`src/hdl/tui_pkg.sv`:
```
// constants, phase type and digit decode for the text to unsigned integer parser
package tui_pkg;

    localparam int VALUE_BITS_DEF = 32;
    localparam int COUNT_BITS_DEF = 16;
    localparam int BASE_BITS      = 6;
    localparam int CHAR_BITS      = 8;

    localparam logic [CHAR_BITS-1:0] CH_NUL   = 8'h00;
    localparam logic [CHAR_BITS-1:0] CH_TAB   = 8'h09;
    localparam logic [CHAR_BITS-1:0] CH_LF    = 8'h0A;
    localparam logic [CHAR_BITS-1:0] CH_VT    = 8'h0B;
    localparam logic [CHAR_BITS-1:0] CH_FF    = 8'h0C;
    localparam logic [CHAR_BITS-1:0] CH_CR    = 8'h0D;
    localparam logic [CHAR_BITS-1:0] CH_SPACE = 8'h20;
    localparam logic [CHAR_BITS-1:0] CH_PLUS  = 8'h2B;
    localparam logic [CHAR_BITS-1:0] CH_MINUS = 8'h2D;
    localparam logic [CHAR_BITS-1:0] CH_0     = 8'h30;
    localparam logic [CHAR_BITS-1:0] CH_9     = 8'h39;
    localparam logic [CHAR_BITS-1:0] CH_UA    = 8'h41;
    localparam logic [CHAR_BITS-1:0] CH_UX    = 8'h58;
    localparam logic [CHAR_BITS-1:0] CH_UZ    = 8'h5A;
    localparam logic [CHAR_BITS-1:0] CH_LA    = 8'h61;
    localparam logic [CHAR_BITS-1:0] CH_LX    = 8'h78;
    localparam logic [CHAR_BITS-1:0] CH_LZ    = 8'h7A;
    localparam logic [CHAR_BITS-1:0] NO_DIGIT = 8'hFF;

    localparam logic [BASE_BITS-1:0] BASE_AUTO = 6'd0;
    localparam logic [BASE_BITS-1:0] BASE_OCT  = 6'd8;
    localparam logic [BASE_BITS-1:0] BASE_DEC  = 6'd10;
    localparam logic [BASE_BITS-1:0] BASE_HEX  = 6'd16;

    typedef enum logic [4:0] {
        PH_SPACE  = 5'b00001,
        PH_SIGNED = 5'b00010,
        PH_ZERO   = 5'b00100,
        PH_DIGITS = 5'b01000,
        PH_FROZEN = 5'b10000
    } t_phase;

    // digit value 0..35, or NO_DIGIT for any other byte
    function automatic logic [CHAR_BITS-1:0] digit_of(input logic [CHAR_BITS-1:0] c);
        logic [CHAR_BITS-1:0] d;
        d = NO_DIGIT;
        if (c >= CH_0 && c <= CH_9) begin
            d = c - CH_0;
        end else if (c >= CH_LA && c <= CH_LZ) begin
            d = c - CH_LA + 8'd10;
        end else if (c >= CH_UA && c <= CH_UZ) begin
            d = c - CH_UA + 8'd10;
        end
        return d;
    endfunction

    function automatic logic is_space(input logic [CHAR_BITS-1:0] c);
        return (c == CH_SPACE) || (c == CH_TAB) || (c == CH_LF) ||
               (c == CH_CR) || (c == CH_FF) || (c == CH_VT);
    endfunction

endpackage

```
`src/hdl/text_to_unsigned_integer_top.sv`:
```
// streaming text to unsigned integer parser, one byte per transfer
//
//  channel | direction | handshake                    | payload
//  --------+-----------+------------------------------+---------------------------
//  input   | in        | i_in_valid / o_in_ready      | i_char_in[7:0]
//  result  | out       | o_out_valid / i_out_ready    | o_value, o_consumed
//  config  | in        | i_cfg_we (no wait)           | i_cfg_wdata[5:0]
//
//  one byte per cycle sustained while no zero byte waits: a byte is registered in
//  the input register, then the parse state and, for a zero byte, the result
//  register are updated from it (multiply by the radix plus add on the
//  accumulator in that one step). a result is valid once its zero byte is processed.
//  reset clears the parse state, the radix register and both valid flags.
//  a zero byte waits in the input register while the result register is full
//  and not taken; other bytes never wait.
module text_to_unsigned_integer_top
    import tui_pkg::*;
#(
    parameter int VALUE_BITS = VALUE_BITS_DEF,
    parameter int COUNT_BITS = COUNT_BITS_DEF
) (
    input  logic                  i_clk,
    input  logic                  i_rst_n,
    input  logic                  i_cfg_we,
    input  logic [BASE_BITS-1:0]  i_cfg_wdata,
    input  logic                  i_in_valid,
    output logic                  o_in_ready,
    input  logic [CHAR_BITS-1:0]  i_char_in,
    output logic                  o_out_valid,
    input  logic                  i_out_ready,
    output logic [VALUE_BITS-1:0] o_value,
    output logic [COUNT_BITS-1:0] o_consumed
);

    logic [BASE_BITS-1:0]  r_cfg_base;
    logic                  r_in_valid;
    logic [CHAR_BITS-1:0]  r_char;
    t_phase                r_phase, n_phase;
    logic [BASE_BITS-1:0]  r_base, n_base;
    logic                  r_neg, n_neg;
    logic [VALUE_BITS-1:0] r_acc, n_acc;
    logic [COUNT_BITS-1:0] r_count, n_count;
    logic                  r_out_valid;
    logic [VALUE_BITS-1:0] r_value;
    logic [COUNT_BITS-1:0] r_consumed;

    logic                  out_free, is_nul, advance, process, process_nul;
    logic                  at_signed, at_zero, at_digits, bump;
    logic [CHAR_BITS-1:0]  dig;

    assign out_free    = !r_out_valid || i_out_ready;
    assign is_nul      = (r_char == CH_NUL);
    assign advance     = !is_nul || out_free;
    assign process     = r_in_valid && advance;
    assign process_nul = process && is_nul;
    assign o_in_ready  = !r_in_valid || advance;
    assign dig         = digit_of(r_char);

    always_comb begin
        n_phase   = r_phase;
        n_base    = r_base;
        n_neg     = r_neg;
        n_acc     = r_acc;
        n_count   = r_count;
        at_signed = 1'b0;
        at_zero   = 1'b0;
        at_digits = 1'b0;
        bump      = 1'b0;

        unique case (r_phase)
            PH_SPACE: begin
                if (is_space(r_char)) begin
                    bump = 1'b1;
                end else if (r_char == CH_PLUS || r_char == CH_MINUS) begin
                    n_neg   = (r_char == CH_MINUS);
                    bump    = 1'b1;
                    n_phase = PH_SIGNED;
                end else begin
                    at_signed = 1'b1;
                end
            end
            PH_SIGNED: at_signed = 1'b1;
            PH_ZERO:   at_zero   = 1'b1;
            PH_DIGITS: at_digits = 1'b1;
            PH_FROZEN: ;
            default:   ;
        endcase

        // radix is taken from the register at the first byte after any leading spaces and sign
        if (at_signed) begin
            if ((r_cfg_base == BASE_AUTO || r_cfg_base == BASE_HEX) && r_char == CH_0) begin
                n_base  = (r_cfg_base == BASE_AUTO) ? BASE_OCT : BASE_HEX;
                bump    = 1'b1;
                n_phase = PH_ZERO;
            end else begin
                n_base    = (r_cfg_base == BASE_AUTO) ? BASE_DEC : r_cfg_base;
                at_digits = 1'b1;
            end
        end

        if (at_zero) begin
            if (r_char == CH_LX || r_char == CH_UX) begin
                n_base  = BASE_HEX;
                bump    = 1'b1;
                n_phase = PH_DIGITS;
            end else begin
                at_digits = 1'b1;
            end
        end

        if (at_digits) begin
            if (dig < {{(CHAR_BITS-BASE_BITS){1'b0}}, n_base}) begin
                n_acc   = r_acc * {{(VALUE_BITS-BASE_BITS){1'b0}}, n_base}
                        + {{(VALUE_BITS-CHAR_BITS){1'b0}}, dig};
                bump    = 1'b1;
                n_phase = PH_DIGITS;
            end else begin
                n_phase = PH_FROZEN;
            end
        end

        if (bump && r_count != {COUNT_BITS{1'b1}}) begin
            n_count = r_count + 1'b1;
        end

        // end of string starts the next parse from scratch
        if (is_nul) begin
            n_phase = PH_SPACE;
            n_base  = '0;
            n_neg   = 1'b0;
            n_acc   = '0;
            n_count = '0;
        end
    end

    always_ff @(posedge i_clk) begin
        if (!i_rst_n) begin
            r_cfg_base  <= '0;
            r_in_valid  <= 1'b0;
            r_phase     <= PH_SPACE;
            r_base      <= '0;
            r_neg       <= 1'b0;
            r_acc       <= '0;
            r_count     <= '0;
            r_out_valid <= 1'b0;
        end else begin
            if (i_cfg_we) begin
                r_cfg_base <= i_cfg_wdata;
            end
            if (o_in_ready) begin
                r_in_valid <= i_in_valid;
            end
            if (process) begin
                r_phase <= n_phase;
                r_base  <= n_base;
                r_neg   <= n_neg;
                r_acc   <= n_acc;
                r_count <= n_count;
            end
            if (process_nul) begin
                r_out_valid <= 1'b1;
            end else if (i_out_ready) begin
                r_out_valid <= 1'b0;
            end
        end
    end

    always_ff @(posedge i_clk) begin
        if (o_in_ready && i_in_valid) begin
            r_char <= i_char_in;
        end
        if (process_nul) begin
            r_value    <= r_neg ? ('0 - r_acc) : r_acc;
            r_consumed <= r_count;
        end
    end

    assign o_out_valid = r_out_valid;
    assign o_value     = r_value;
    assign o_consumed  = r_consumed;

    // the input stage only stalls on a zero byte facing a full result register
    a_stall_cause: assert property (@(posedge i_clk) disable iff (!i_rst_n)
        !o_in_ready |-> r_in_valid && is_nul && r_out_valid && !i_out_ready)
        else $error("input stalled without a pending result");

    // end of string always produces a result and restarts the parse
    a_nul_result: assert property (@(posedge i_clk) disable iff (!i_rst_n)
        process_nul |=> r_out_valid && r_phase == PH_SPACE && r_count == '0 && r_acc == '0)
        else $error("zero byte did not produce a result and clear the parse");

    // a frozen parse ignores every further byte but the zero byte
    a_frozen_hold: assert property (@(posedge i_clk) disable iff (!i_rst_n)
        process && !is_nul && r_phase == PH_FROZEN |=>
            $stable(r_acc) && $stable(r_count) && r_phase == PH_FROZEN)
        else $error("frozen parse changed");

    // byte count only grows within a string
    a_count_mono: assert property (@(posedge i_clk) disable iff (!i_rst_n)
        process && !is_nul |=> r_count >= $past(r_count))
        else $error("byte count went down within a string");

endmodule
```
`config.mk`:
```
export PLATFORM = sky130hd
export DESIGN_NAME = text_to_unsigned_integer_top
export DESIGN_NICKNAME = d
export VERILOG_FILES = /design/src/hdl/tui_pkg.sv /design/src/hdl/text_to_unsigned_integer_top.sv
export SDC_FILE = /design/constraint.sdc
export NUM_CORES = 1
export LEC_CHECK = 0
export BUFFER_PORTS_ARGS = -buffer_cell sky130_fd_sc_hd__buf_2
export CORE_MARGIN = 5
export CORE_UTILIZATION = 45
export CTS_CLUSTER_SIZE = 30
export DETAILED_ROUTE_END_ITERATION = 7
export MAX_ROUTING_LAYER = met4
export SYNTH_ARGS = -nofsm -noshare
export SYNTH_HDL_FRONTEND = slang
export SYNTH_SLANG_ARGS = --single-unit
```
`constraint.sdc`:
```
create_clock -name i_clk -period 9.1 [get_ports i_clk]
set_input_delay 0.91 -clock i_clk [delete_from_list [all_inputs] [get_ports i_clk]]
set_output_delay 0.91 -clock i_clk [all_outputs]
set_load 0.05 [all_outputs]
```
# Word-level counts from Yosys, hierarchy flattened
# Cells that the tools add are included.
dict set report classes {
  eq_ne 18
  muxes 50
  reduce_logical 33
  magnitude_cmp 7
  n_mul 1
  n_addsub 8
}
# operator count
set ops {}
lappend ops {{32-bit two-way mux} 4}
lappend ops {{5-bit two-way mux} 11}
lappend ops {{8-bit by 4-bit == test with 1-bit output (second input constant)} 5}
lappend ops {{6-bit two-way mux} 6}
lappend ops {{32-bit by 8-bit adder with 32-bit output} 1}
lappend ops {{8-bit by 6-bit == test with 1-bit output (second input constant)} 4}
lappend ops {{32-bit by 6-bit multiplier with 32-bit output} 1}
lappend ops {{16-bit two-way mux} 2}
lappend ops {{1-bit by 32-bit subtractor with 32-bit output (first input constant)} 1}
lappend ops {{8-bit two-way mux} 3}
lappend ops {{1-bit two-way mux} 23}
lappend ops {{16-bit by 1-bit adder with 16-bit output (second input constant)} 1}
lappend ops {{8-bit by 4-bit adder with 8-bit output (second input constant)} 2}
lappend ops {{8-bit by 7-bit == test with 1-bit output (second input constant)} 2}
lappend ops {{8-bit by 7-bit greater-or-equal comparator with 1-bit output (second input constant)} 2}
lappend ops {{8-bit by 7-bit less-or-equal comparator with 1-bit output (second input constant)} 2}
lappend ops {{16-bit != test (second input constant)} 1}
lappend ops {{8-bit by 7-bit subtractor with 8-bit output (second input constant)} 2}
lappend ops {{2-bit nonzero test} 6}
lappend ops {{1-bit logical OR} 11}
lappend ops {{8-bit by 6-bit greater-or-equal comparator with 1-bit output (second input constant)} 1}
lappend ops {{8-bit by 6-bit less-or-equal comparator with 1-bit output (second input constant)} 1}
lappend ops {{1-bit logical AND} 8}
lappend ops {{8-bit logical NOT} 1}
lappend ops {{other kinds (14)} 16}
dict set report totals {
  register_bits 124
  elab_cells 128
  inputBits 19
}

# Depth between registers and ports, before layout
# Gate-level depths: netlist of the first run.
dict set report logic_depth {
  word_depth 17
  ltp_mapped 31
  mapped_depth_nobuf 29
}

# Least setup slack after synthesis of the first run
# OpenSTA, ideal clock, no wires.
dict set report synth_path {
  path_type {register to register}
  from {register r_char[0]}
  to {register r_acc[29]}
  setup_ns 0.117
  slack_ns 2.091
  path_stages_with_launch 27
  period_less_slack_ns 7.009
  t_arrival_ns 6.892
  path_cell_list {edfxtp_1 ha_1 or4_4 o2111ai_2 and3_1 nor2_1 or3_1 a21oi_2 clkbuf_1 and2_1 fa_1 fa_1 fa_1 inv_1 fa_1 inv_1 ha_1 o21ai_0 nand2b_1 a21oi_1 a211oi_1 o21ai_0 a221oi_1 and2_1 nor4_1 or3b_2 a32o_1}
}
dict set report synth_via {
  elab_chain_cells 16
  word_cells_on_any_way 60
  cone_classes {6 x add/sub; 1 x mul; 7 x order compare; 11 x eq/ne; 17 x mux; 18 x reduce/logical}
}
# item line
set synth_rtl {}
lappend synth_rtl {{start, declared} text_to_unsigned_integer_top.sv:37} ;# logic [CHAR_BITS-1:0] r_char;
lappend synth_rtl {{start signal, assigned} text_to_unsigned_integer_top.sv:170} ;# r_char <= i_char_in;
lappend synth_rtl {{8-bit by 6-bit == test with 1-bit output or 8-bit by 4-bit == test with 1-bit output (tied branches)} tui_pkg.sv:56} ;# return (c == CH_SPACE) || (c == CH_TAB) || (c == CH_LF) ||
lappend synth_rtl {{1-bit logical OR (3 in a row)} tui_pkg.sv:56}
lappend synth_rtl {{1-bit logical OR (2 in a row)} tui_pkg.sv:57} ;# (c == CH_CR) || (c == CH_FF) || (c == CH_VT);
lappend synth_rtl {{1-bit two-way mux} text_to_unsigned_integer_top.sv:72} ;# if (is_space(r_char)) begin
lappend synth_rtl {{1-bit case mux with 2 select lines} text_to_unsigned_integer_top.sv:70} ;# unique case (r_phase)
lappend synth_rtl {{6-bit two-way mux} text_to_unsigned_integer_top.sv:90} ;# if (at_signed) begin
lappend synth_rtl {{6-bit two-way mux} text_to_unsigned_integer_top.sv:102} ;# if (r_char == CH_LX || r_char == CH_UX) begin
lappend synth_rtl {{6-bit two-way mux} text_to_unsigned_integer_top.sv:101} ;# if (at_zero) begin
lappend synth_rtl {{32-bit by 6-bit multiplier with 32-bit output} text_to_unsigned_integer_top.sv:113} ;# n_acc = r_acc * {{(VALUE_BITS-BASE_BITS){1'b0}}, n_base}
lappend synth_rtl {{32-bit by 8-bit adder with 32-bit output} text_to_unsigned_integer_top.sv:114} ;# + {{(VALUE_BITS-CHAR_BITS){1'b0}}, dig};
lappend synth_rtl {{32-bit two-way mux} text_to_unsigned_integer_top.sv:112} ;# if (dig < {{(CHAR_BITS-BASE_BITS){1'b0}}, n_base}) begin
lappend synth_rtl {{32-bit two-way mux} text_to_unsigned_integer_top.sv:111} ;# if (at_digits) begin
lappend synth_rtl {{32-bit two-way mux} text_to_unsigned_integer_top.sv:127} ;# if (is_nul) begin
lappend synth_rtl {{end signal, assigned} text_to_unsigned_integer_top.sv:157} ;# r_acc <= n_acc;
lappend synth_rtl {{end, declared} text_to_unsigned_integer_top.sv:41} ;# logic [VALUE_BITS-1:0] r_acc, n_acc;
# Several ways; a longest one is shown, not always the timed one. The select of a mux whose other input is x is not followed.
# A chain may end at the register's enable or synchronous reset.

# Worst setup path in the final report of the first run
# Same ends and word-level chain as after synthesis.

==> impl_metrics.yaml, run 1 <==
run_status:
  outcome: "completed"
sta:
  finalHoldViolCount: 0
  worstMarginPinSlew_ns: 1.06
  fin_setup_tns_ns: 0
  fin_crit_sh_pct: 87.7
  finalSetupViolations: 0
  fmax_mhz: 125
  maxSlewViolCount: 0
  holdWs_ns: 0.481
  slew_headroom_pct: 29.5
  rsz0062_at_grt: "no"
  fin_crit_ns: 7.98
  finClkSkew_ns: 0.0103
clock_network:
  cts_made_buffers: 17
  clk_latency_ns: 0.42
  cts_setup_buffers: 0
  numClockSinks: 124
  clk_path_buf_depth: 2
  cts_resized: 0
  htree_levels: 4
  cts_hold_buf: 0
  clk_pin_slew_ns: 0.07
  tritoncts: "done"
  cts-root-buf: "clkbuf_16"
floorplan:
  rows: 58
  start_util_pct: 45.7
  die_height_um: 170
  die_x_um: 170
  ioPinCount: 69
  fp.dieArea_sq_um: 28900
  design.core.area_sq_um: 25300
cells_and_area:
  drive_gt1_share_pct: 11.7
  area_growth_pct: 10.6
  fin_nets: 1476
  n_antenna_cell: 0
worst_setup_path:
  cp_data_required_time_ns: 9.42
  reg2reg_depth: 26
  crit_path_end_kind: "flop"
  arrival_ns: 8.30
  critPathKind: "reg2reg"
  start_kind: "flop"
  cp_max_fo: 19
synthesis:
  synth_edf_count: 56
  yosysUniqueCellTypes: 77
  yosysSeqAreaShare_pct: 26.4
  synth_async_sr_flop_share_pct: 0
  ys.flop_type: "dfxtp_1"
  synth-seq-cells: 124
  syn_inst: 1228
  syn_area_sq_um: 11500
  syn-num-nets: 1440
  syn_area_per_cell_sq_um: 9.40
  yosysWarningCount: 0
drt:
  vias: 8789
  drc_errors: 0
  wl_met1_mm: 13.8
  highest_layer: "met4"
  drtAntennaViolNets: 0
  viasPerCell: 5.47
  routedWlPerCell_um: 18.2
  wl_met3_mm: 1.53
  drt-pass1-iter-count: 5
  wl_met2_mm: 13.5
  detail_route.iter0.violations: 665
  wl_mm: 29.3
global_route:
  grt_max_degree: 50
  grt_antenna_before_repair: 0
  grt_use_total_pct: 21.5
  gr-total-overflow: 0
  grt_pass1_wl_mm: 48.0
  grt_pass1_vias: 8654
run:
  max-cap-violations: 0
place:
  portBuffers: 68
  dp_hpwl_mm: 21.8
  place.gp.congestion: 0.908
worst_hold_path:
  min_path_type: "reg2reg"
  worstHoldPathCells: 0
power:
  power_density_nw_per_um2: 113
  p_leak_nw: 6.04
  ir_drop_mv: 0.118
[layout make-up]
cell class / count / area (sq um)
fillers: 2390 / 12500
multi-input cells: 944 / 7910
flip-flops and latches: 124 / 3040
repair buffers: 82 / 445
clock buffers: 17 / 425
well taps: 330 / 413
inverters: 95 / 357
clock inverters: 15 / 173
[worst max-delay path, stage by stage, from the launching register on]
cell and delay [ns]:
edfxtp_1 0.49, ha_1 0.30, or4_4 0.54, o2111ai_2 0.12, and3_1 0.26, nor2_1 0.12, or3_1 0.42, a21oi_2 0.48
buf_4 0.34, and2_1 0.18, fa_1 0.42, ha_1 0.29, inv_1 0.05, fa_1 0.50, fa_1 0.54, inv_1 0.04
ha_1 0.31, o21a_1 0.15, o21ai_0 0.19, a211oi_1 0.39, o21ai_0 0.15, buf_4 0.17, a221oi_1 0.40, and2_1 0.21
nor4_1 0.06, or3b_2 0.46, a32o_1 0.26
[power breakdown]
group / total, mW / leakage, nW / internal [mW] / switching, mW
clock network: 0.703 / 0.287 / 0.392 / 0.312
registers: 0.596 / 1.16 / 0.585 / 0.0108
logic: 0.145 / 4.59 / 0.0469 / 0.0979
[synthesized netlist by cell type (40+ instances only)]
| cell | number | share of area (%) |
|---|---|---|
| and2_1 | 137 | 7.4 |
| fa_1 | 114 | 20 |
| nand2_1 | 109 | 3.5 |
| inv_1 | 93 | 3.0 |
| ha_1 | 79 | 8.6 |
| dfxtp_1 | 68 | 12 |
| a21oi_1 | 64 | 2.8 |
| nor2_1 | 62 | 2.0 |
| xnor2_1 | 59 | 4.5 |
| edfxtp_1 | 56 | 15 |
| clkbuf_1 | 51 | 1.7 |
| nand3_1 | 46 | 2.0 |
| o21ai_0 | 40 | 1.7 |
[per-layer routing]
| metal | vias up | track usage [%] |
|---|---|---|
| met5 | - | - |
| met4 | 0 | 5.28 |
| met3 | 32 | 2.74 |
| met2 | 250 | 33.2 |
| met1 | 4266 | 30.3 |
| li1 | 4241 | - |
[path summary, 6_finish.rpt]
check,endpoint,from,slack [ns]
worst max-delay path,r_acc[29]$_SDFFE_PN0P_,r_char[0]$_DFFE_PP_,1.12
worst max register to register,r_acc[29]$_SDFFE_PN0P_,r_char[0]$_DFFE_PP_,1.12
worst min-delay path,o_consumed[8]$_DFFE_PP_,r_count[8]$_SDFFE_PN0P_,0.48
worst min register to register,o_consumed[8]$_DFFE_PP_,r_count[8]$_SDFFE_PN0P_,0.48
[kinds of logic (layout without fill, tap and decap cells)]
| group | Yosys count | count (layout) | synth area share (%) |
|---|---|---|---|
| and+or+nand+nor | 457 | 457 | 21.1 |
| AOI/OAI and AO/OA | 206 | 206 | 11.8 |
| adders and majority gates | 193 | 193 | 28.3 |
| buffers and inverters | 160 | 209 | 5.28 |
| DFF | 124 | 124 | 26.4 |
| xor gates and xnor gates | 73 | 73 | 5.78 |
| muxes | 15 | 15 | 1.33 |
[through the flow]
| step | std cells | area (sq um) | setup slack, ns | util [%] | power, mW |
|---|---|---|---|---|---|
| 2_1_floorplan | 1228 | 11500 | 2.09 | - | 0.704 |
| 3_3_place_gp | 1575 | 12200 | 1.40 | 48.2 | 0.750 |
| 3_5_place_dp | 1575 | 12200 | 1.25 | 48.2 | 0.752 |
| 4_1_cts | 1607 | 12800 | 1.22 | 50.6 | 1.46 |
| 5_1_grt | 1607 | 12800 | 0.710 | 50.6 | 1.50 |
| 6_report | 1607 | 12800 | 1.12 | 50.6 | 1.44 |
[cell usage in the layout, fill, tap and decap left out, drive strengths merged, types with 7 or more instances in the layout]
cell type / instances
and2: 137
fa: 114
nand2: 110
inv: 104
buf: 82
ha: 79
dfxtp: 68
a21oi: 66
nor2: 63
xnor2: 59
edfxtp: 56
nand3: 46
o21ai: 41
a21o: 18
clkbuf: 17
nor3: 14
mux2i: 12
xor2: 12
or4: 12
and3: 11
nor2b: 10
or3: 10
nand2b: 9
o21bai: 9
or2: 9
o31ai: 8
a31oi: 7
[state kept, by name, summed over array words and instances (netlist names)]
register	flops
r_base	6
r_in_valid	1
o_out_valid	1
o_consumed	16
o_value	32
r_count	16
r_phase	5
r_acc	32
r_char	8
r_cfg_base	6
r_neg	1
(Power assumes the default switching activity.)
==> run 2, diff against run 1 <==
CTS_CLUSTER_SIZE = default   (was 30)
MAX_ROUTING_LAYER = default   (was met4)
==> run 2 against run 1 <==
- global-route usage decreased by 0.83 points
- critical path depth decreased by 1
- fmax decreased by 2.8%
- clock skew increased by 0.0055 ns
- flip-flop and latch count unchanged
- total power decreased by 0.13%
- worst hold slack improved by 0.0045 ns
- clock power decreased by 0.7%
- critical path type unchanged
==> impl_metrics.yaml, run 2 (synthesized netlist as in run 1, its figures left out) <==
global_route:
  gr-total-overflow: 0
  grt_pass1_wl_mm: 48.2
  grt_pass1_vias: 8934
  grt_use_total_pct: 20.7
  grt_antenna_before_repair: 0
  grt_max_degree: 46
worst_setup_path:
  critPathKind: "reg2reg"
  startpoint: "r_char[0]$_DFFE_PP_"
  crit_path_end_kind: "flop"
  cp_max_fo: 19
  critPathMaxStageDelay_ns: 0.58
  critPathTopFamily: "compound AO/OA/AOI/OAI gates"
  timing.rr.start: "r_char[0]$_DFFE_PP_"
  cpMaxStageDelayCell: "a221oi_1"
  critPathBufInv: 3
  cp_data_required_time_ns: 9.41
  arrival_ns: 8.52
  start_kind: "flop"
cells_and_area:
  n_antenna_cell: 0
  area_growth_pct: 10.7
  final_common_cell: "and2_1"
  fin_nets: 1477
  final_util_pct: 50.6
  layout_common_cells: "and2_1, fa_1, nand2_1"
  drive_gt1_share_pct: 11.8
clock_network:
  cts_hold_buf: 0
  clk_pin_slew_ns: 0.06
  htree_levels: 4
  clk_path_buf_depth: 2
  cts_made_buffers: 17
  cts_setup_buffers: 0
  cts-root-buf: "clkbuf_16"
  numClockSinks: 124
  cts_resized: 0
  clk_latency_ns: 0.43
  tritoncts: "done"
place:
  portBuffers: 68
  place.gp.congestion: 0.923
  dp_hpwl_mm: 21.6
drt:
  viasPerCell: 5.53
  vias: 8893
  detail_route.iter0.violations: 559
  drtAntennaViolNets: 0
  routedWlPerCell_um: 18.0
  wl_mm: 28.9
  drc_errors: 0
  drt-pass1-iter-count: 5
floorplan:
  fp.dieArea_sq_um: 28900
  ioPinCount: 69
  rows: 58
  start_util_pct: 45.7
  design.core.area_sq_um: 25300
  die_x_um: 170
  die_height_um: 170
sta:
  fin_crit_sh_pct: 90.2
  maxSlewViolCount: 0
  rsz0062_at_grt: "no"
  fin_crit_ns: 8.21
  fin_setup_tns_ns: 0
  slew_headroom_pct: 32.9
  finalSetupViolations: 0
  worstMarginPinSlew_ns: 1.00
  fmax_mhz: 122
  finClkSkew_ns: 0.0158
  finalHoldViolCount: 0
power:
  ir_drop_mv: 0.128
  power_density_nw_per_um2: 113
  p_leak_nw: 6.04
run_status:
  outcome: "completed"
run:
  max-cap-violations: 0
worst_hold_path:
  min_path_type: "reg2reg"
  worstHoldStart: "r_count[8]$_SDFFE_PN0P_"
[run 2: report_power, final]
group | leakage (nW) | total [mW] | internal (mW) | switching, mW
clock network | 0.286 | 0.698 | 0.391 | 0.306
registers | 1.16 | 0.596 | 0.585 | 0.0108
logic | 4.59 | 0.149 | 0.0484 | 0.100
[run 2: layout make-up]
| cell class | count | area (sq um) |
|---|---|---|
| clock inverter | 15 | 168 |
| clock buffer | 17 | 425 |
| tap | 330 | 413 |
| timing repair buffer | 83 | 453 |
| sequential | 124 | 3040 |
| multi-input combinational | 944 | 7910 |
| fill | 2327 | 12500 |
| inverter | 95 | 357 |
[run 2: final timing paths]
kind | depth (start not counted) | end | slack [ns]
worst max register to register | 25 | r_acc[29]$_SDFFE_PN0P_ | 0.89
worst min-delay path | 0 | o_consumed[8]$_DFFE_PP_ | 0.49
worst max-delay path | 25 | r_acc[29]$_SDFFE_PN0P_ | 0.89
worst min register to register | 0 | o_consumed[8]$_DFFE_PP_ | 0.49
[run 2: layer usage]
layer | global-route usage (%) | part of all wire, %
met2 | 33.2 | 47
met1 | 29.5 | 46
met4 | 5.14 | 1.6
met3 | 3.21 | 5.6
met5 | 0 | 0
[run 2: through the flow]
stage | total power [mW] | setup slack, ns | std cells | cell area (sq um) | hold WS, ns
3_3_place_gp | 0.753 | 1.10 | 1576 | 12200 | 0.467
5_1_grt | 1.50 | 0.402 | 1608 | 12800 | 0.511
4_1_cts | 1.45 | 0.930 | 1608 | 12800 | 0.486
6_report | 1.44 | 0.888 | 1608 | 12800 | 0.486
2_1_floorplan | 0.704 | 2.09 | 1228 | 11500 | 0.443
3_5_place_dp | 0.755 | 0.972 | 1576 | 12200 | 0.470
